==> src/hw/rtl/stga_pkg.sv <==
// Shared types and constants of the strided gather address generator.
// Used by the channel interfaces, the register file, controller, datapath and top.
package stga_pkg;

    // Widths fixed by the transaction fields
    localparam int ADDR_W   = 40;
    localparam int ADDR_BITS = 40;
    localparam int MAX_NODES = 4096;
    localparam int MAX_HEADS = 256;
    localparam int MAX_DIM   = 1024;

    localparam int MUL_A_W = 22;
    localparam int MUL_B_W = ADDR_W;
    localparam int MUL_P_W = MUL_A_W + MUL_B_W;
    localparam int ACC_W   = 64;

    // Request function codes
    localparam logic [1:0] FUNC_WORD  = 2'd0;
    localparam logic [1:0] FUNC_BEGIN = 2'd1;
    localparam logic [1:0] FUNC_NEXT  = 2'd2;

    // Result status codes
    localparam logic [2:0] ST_OK          = 3'd0;
    localparam logic [2:0] ST_BAD_FOREST  = 3'd1;
    localparam logic [2:0] ST_MISMATCH    = 3'd2;
    localparam logic [2:0] ST_BAD_SHAPE   = 3'd3;
    localparam logic [2:0] ST_ZERO_ELEM   = 3'd4;
    localparam logic [2:0] ST_OVERFLOW    = 3'd5;
    localparam logic [2:0] ST_TOO_SMALL   = 3'd6;

    // Configuration register indexes
    localparam logic [2:0] CFG_NODE_COUNT      = 3'd0;
    localparam logic [2:0] CFG_HEAD_COUNT      = 3'd1;
    localparam logic [2:0] CFG_DIM_COUNT       = 3'd2;
    localparam logic [2:0] CFG_NODE_STRIDE     = 3'd3;
    localparam logic [2:0] CFG_HEAD_STRIDE     = 3'd4;
    localparam logic [2:0] CFG_DIM_STRIDE      = 3'd5;
    localparam logic [2:0] CFG_ELEMENT_BYTES   = 3'd6;
    localparam logic [2:0] CFG_OUTPUT_CAPACITY = 3'd7;

    typedef struct packed {
        logic [12:0]       node_count;
        logic [8:0]        head_count;
        logic [10:0]       dim_count;
        logic [ADDR_W-1:0] node_stride;
        logic [ADDR_W-1:0] head_stride;
        logic [ADDR_W-1:0] dim_stride;
        logic [4:0]        element_bytes;
        logic [ADDR_W-1:0] output_capacity;
    } cfg_t;

    typedef enum logic [1:0] {
        PH_NONE,
        PH_COLLECT,
        PH_DONE,
        PH_BAD
    } forest_phase_t;

    typedef enum logic [3:0] {
        S_IDLE,
        S_DISPATCH,
        S_MUL_NODE,
        S_MUL_HEAD,
        S_MUL_DIM,
        S_MUL_NH,
        S_MUL_NHD,
        S_MUL_ELEM,
        S_CHECK,
        S_NEXT_ADD,
        S_EMIT
    } ctl_state_t;

    typedef enum logic [3:0] {
        OP_NONE,
        OP_LOAD,
        OP_WORD,
        OP_BEGIN_PRE,
        OP_MUL_NODE,
        OP_MUL_HEAD,
        OP_MUL_DIM,
        OP_MUL_NH,
        OP_MUL_NHD,
        OP_MUL_ELEM,
        OP_CHECK,
        OP_NEXT_MUL,
        OP_NEXT_ADD,
        OP_IDLE_RESULT,
        OP_EMIT
    } dp_op_t;

    typedef struct packed {
        dp_op_t op;
    } dp_cmd_t;

    typedef struct packed {
        logic [1:0] func;
        logic       running;
        logic       begin_go;
        logic       out_free;
    } dp_status_t;

endpackage

==> src/hw/rtl/stga_ctrl.sv <==
// Controller state machine: sequences each request transaction through the datapath.
// Depends on stga_pkg.
module stga_ctrl import stga_pkg::*;
(
    input  logic       clk,
    input  logic       rst_n,
    input  logic       req_valid,
    output logic       req_ready,
    input  dp_status_t sts,
    output dp_cmd_t    cmd
);

    ctl_state_t state_reg;
    ctl_state_t state_next;

    always_ff @(posedge clk or negedge rst_n)
    begin
        if (!rst_n)
            state_reg <= S_IDLE;
        else
            state_reg <= state_next;
    end

    always_comb
    begin
        state_next = state_reg;
        cmd.op     = OP_NONE;
        req_ready  = 1'b0;
        unique case (state_reg)
            S_IDLE:
            begin
                req_ready = 1'b1;
                if (req_valid)
                begin
                    cmd.op     = OP_LOAD;
                    state_next = S_DISPATCH;
                end
            end
            S_DISPATCH:
            begin
                unique case (sts.func)
                    FUNC_WORD:
                    begin
                        cmd.op     = OP_WORD;
                        state_next = S_EMIT;
                    end
                    FUNC_BEGIN:
                    begin
                        cmd.op     = OP_BEGIN_PRE;
                        state_next = sts.begin_go ? S_MUL_NODE : S_EMIT;
                    end
                    FUNC_NEXT:
                    begin
                        if (sts.running)
                        begin
                            cmd.op     = OP_NEXT_MUL;
                            state_next = S_NEXT_ADD;
                        end
                        else
                        begin
                            cmd.op     = OP_IDLE_RESULT;
                            state_next = S_EMIT;
                        end
                    end
                    default:
                    begin
                        cmd.op     = OP_IDLE_RESULT;
                        state_next = S_EMIT;
                    end
                endcase
            end
            S_MUL_NODE:
            begin
                cmd.op     = OP_MUL_NODE;
                state_next = S_MUL_HEAD;
            end
            S_MUL_HEAD:
            begin
                cmd.op     = OP_MUL_HEAD;
                state_next = S_MUL_DIM;
            end
            S_MUL_DIM:
            begin
                cmd.op     = OP_MUL_DIM;
                state_next = S_MUL_NH;
            end
            S_MUL_NH:
            begin
                cmd.op     = OP_MUL_NH;
                state_next = S_MUL_NHD;
            end
            S_MUL_NHD:
            begin
                cmd.op     = OP_MUL_NHD;
                state_next = S_MUL_ELEM;
            end
            S_MUL_ELEM:
            begin
                cmd.op     = OP_MUL_ELEM;
                state_next = S_CHECK;
            end
            S_CHECK:
            begin
                cmd.op     = OP_CHECK;
                state_next = S_EMIT;
            end
            S_NEXT_ADD:
            begin
                cmd.op     = OP_NEXT_ADD;
                state_next = S_EMIT;
            end
            S_EMIT:
            begin
                // hold the result until the output register frees up
                if (sts.out_free)
                begin
                    cmd.op     = OP_EMIT;
                    state_next = S_IDLE;
                end
            end
            default:
            begin
                state_next = S_IDLE;
            end
        endcase
    end

endmodule

==> config.mk <==
export PLATFORM = sky130hd
export DESIGN_NAME = stga_ctrl
export DESIGN_NICKNAME = d
export VERILOG_FILES = /design/src/hw/rtl/stga_pkg.sv /design/src/hw/rtl/stga_ctrl.sv
export SDC_FILE = /design/constraint.sdc
export NUM_CORES = 1
export LEC_CHECK = 0
export BUFFER_PORTS_ARGS = -buffer_cell sky130_fd_sc_hd__buf_2
export CAP_MARGIN = 20
export CORE_AREA = 2 2 39 41
export DETAILED_ROUTE_END_ITERATION = 8
export DIE_AREA = 0 0 41 43
export PLACE_DENSITY_LB_ADDON = 0.3
export SETUP_SLACK_MARGIN = 0.4
export SYNTH_ARGS = -nofsm -noshare
export SYNTH_HDL_FRONTEND = slang
export SYNTH_SLANG_ARGS = --single-unit
==> constraint.sdc <==
create_clock -name clk -period 1.2 [get_ports clk]
set_input_delay 0.12 -clock clk [delete_from_list [all_inputs] [get_ports clk]]
set_output_delay 0.12 -clock clk [all_outputs]
set_load 0.1 [all_outputs]
==> summary.md <==
| Metric | Value |
|---|---|
| Outcome | `finished with violations` |
| Failing checks | `setup timing` |
| Layout cell share with drive strength beyond 1 | `0.693` |
| Most common cell in the netlist | `ha_1` |
| Final setup vio count | `8` |
| Total grt overflow | `0` |
| Number of diodes | `0` |
| Max Clock Skew | `0.00314 ns` |
| Fillers | `96` |
| Post-DP HPWL | `1060 um` |
| Met3 WL | `45 um` |
| Synth top cells by count | `6 x ha_1, 4 x dfrtp_1, 4 x inv_1, 4 x nand2_1, 4 x nor2_1` |
| Worst Path Buf+Inv | `1` |
| Fin crit period | `1.61 ns` |
| Final Cycle Share | `1.34` |
| CP arrival | `1.49 ns` |
| Antenna violations before repair | `0` |
| Crit path largest cell delay | `0.43 ns` |
| FP Rows | `14` |
| Input/output buffers | `12` |
| Synth top area share | `0.206` |
| Largest net degree at the start of global routing | `10` |
| Final WS setup | `-0.411 ns` |
| Worst slew margin | `0.828` |
| #FFs+latches synth | `4` |
| Final GP Congestion | `0.871` |
| Synth cell types | `31` |
| TritonCTS Sinks | `4` |
| Die area | `1760 um^2` |
| DIE WIDTH | `41 um` |
| CTS tree | `built` |
| Met1 wire length | `648 um` |
| Initial Utilization | `0.352` |
| Synth area leaders | `dfrtp_1 21%, ha_1 15%, nand3_1 3.1%` |
| I/O pins | `13` |
| Fraction of registers with async set or reset after synthesis | `1.00` |
| Highest routed layer | `met4` |
| Final net count | `117` |
| Area growth, synth to finish | `116%` |
| Routed len/inst | `13.2 um` |
| Kind of critical path | `reg -> out` |
| Clk buf depth | `2` |
| DIE HEIGHT | `43 um` |
| Cts bufs inserted | `3` |
| CP max FO | `8` |
| Unrepaired setup endpoints after global routing | `true` |
| Post-Syn Area per Cell | `8.39 um^2` |
| Seq/Total Area, Yosys | `0.206` |
| Worst Path Required | `1.08 ns` |
| Worst slack, placed | `-0.212 ns` |
| Routed vias | `607` |
| First-pass iteration count of the detailed router | `4` |
| Ys flop type | `dfrtp_1` |
| Fin. Hold Viols | `0` |
| First-pass GRT wire length | `2460 um` |
| Root Buffer | `clkbuf_4` |
| Worst-Skew Late Latency | `0.23 ns` |
| Crit-path leading delay family | `simple AND/OR/NAND/NOR gates` |
| # DRC | `0` |
| Least-Margin Pin Slew | `0.256 ns` |
| Max Cap Viol | `0` |
| Largest register FFs | `4` |
| Slowest CP cell | `dfrtp_2` |
| Fmax | `621 MHz` |
| Total GRT Usage | `0.205` |
| Core area | `1380 um^2` |
| Met2 WL | `849 um` |
| Worst-path cell chain | `and2b_2, nor2_1, o221ai_4, buf_12` |
| EDFF count, synth | `0` |
| YS warnings | `0` |
| Drt total wl | `1550 um` |
| ANT nets after route | `0` |
| Avg Vias per Cell | `5.19` |
| Syn nets | `72` |
| Mapped cell area | `487 um^2` |
| Startpoint Class | `register` |
| Cells after synthesis | `58` |
| Vias in the first global route | `595` |
| Setup crit end kind | `output port` |
| Max H-tree Level | `1` |
| Post-synth top area cell | `dfrtp_1` |
| DR iter-0 viols | `11` |
| HP Class | `in -> reg` |
| Clock-pin slew on the worst setup and hold paths | `0.04 ns` |
| Max-slew violations | `0` |
## through the flow
step	instances	area, um^2	utilization	hold WS (ns)	TNS (ns)
final	117	1050	0.760	0.168	-2.27
after global routing	117	1050	0.760	0.183	-2.59
after CTS	110	947	0.684	0.167	-2.04
after detailed placement	102	838	0.606	-0.0715	-0.964
after global placement	102	838	0.606	-0.0720	-0.896
after floorplan	58	578	-	-0.176	-2.61
## cell usage in the layout (no fill, tap or decap), types with 2 or more instances in the layout
| cell | instances |
|---|---|
| a31oi_1 | 2 |
| buf_12 | 4 |
| buf_2 | 7 |
| buf_4 | 19 |
| buf_6 | 11 |
| clkbuf_4 | 3 |
| dfrtp_2 | 4 |
| ha_1 | 6 |
| inv_2 | 3 |
| nand2_1 | 2 |
| nand2_2 | 2 |
| nor2_1 | 3 |
| nor2b_1 | 2 |
| nor3b_2 | 2 |
| o211ai_1 | 2 |
## final timing paths
check                              from      endpoint  slack (ns)  cells past startpoint
max                        state_reg[3]        cmd[1]       -0.41                      4
min                              sts[2]  state_reg[0]        0.17                      3
max reg2reg                state_reg[0]  state_reg[3]       -0.27                      5
min reg2reg                state_reg[3]  state_reg[2]        0.64                      2
max in group asynchronous         rst_n  state_reg[1]        0.84                      2
min in group asynchronous         rst_n  state_reg[0]        0.23                      2
## routing by layer
layer / GRT usage / up-vias
li1: - / 303
met1: 0.257 / 284
met2: 0.316 / 18
met3: 0.0419 / 2
met4: 0.100 / 0
met5: 0 / -
## worst register-to-register path, stage by stage (launching register included)
cell and delay, ns:
dfrtp_2 0.44, buf_6 0.14, buf_8 0.13, buf_6 0.11, or4b_1 0.49, nand3_1 0.08
## logic make-up after synthesis
logic type | Yosys count | share of synthesized area
adder cells (fa/ha/maj) | 6 | 0.154
XOR/XNOR | 1 | 0.0180
AND/OR/NAND/NOR | 23 | 0.290
buffers and inverters | 8 | 0.0951
flip-flops | 4 | 0.206
AO/OA/AOI/OAI | 16 | 0.237
## cell type report
class | instances | area (um^2) | area share
multi-input combinational | 46 | 458 | 0.435
timing repair buffer | 44 | 432 | 0.410
sequential | 4 | 105 | 0.0999
clock buffer | 3 | 22.5 | 0.0214
tap | 16 | 20.0 | 0.0190
inverter | 4 | 15.0 | 0.0143
## timing repair
item / 4_1_cts / 5_1_grt
buffers inserted: 4 / 7
endpoints found under the hold margin: 4 / 0
setup endpoints to repair: 9 / 9
hold buffers: 1 / 0
gates resized for setup: 15 / 14
pin swaps: 5 / 9
Power is not shown: default switching activity piles up to over one toggle a cycle in this logic, so the estimate is an artifact.
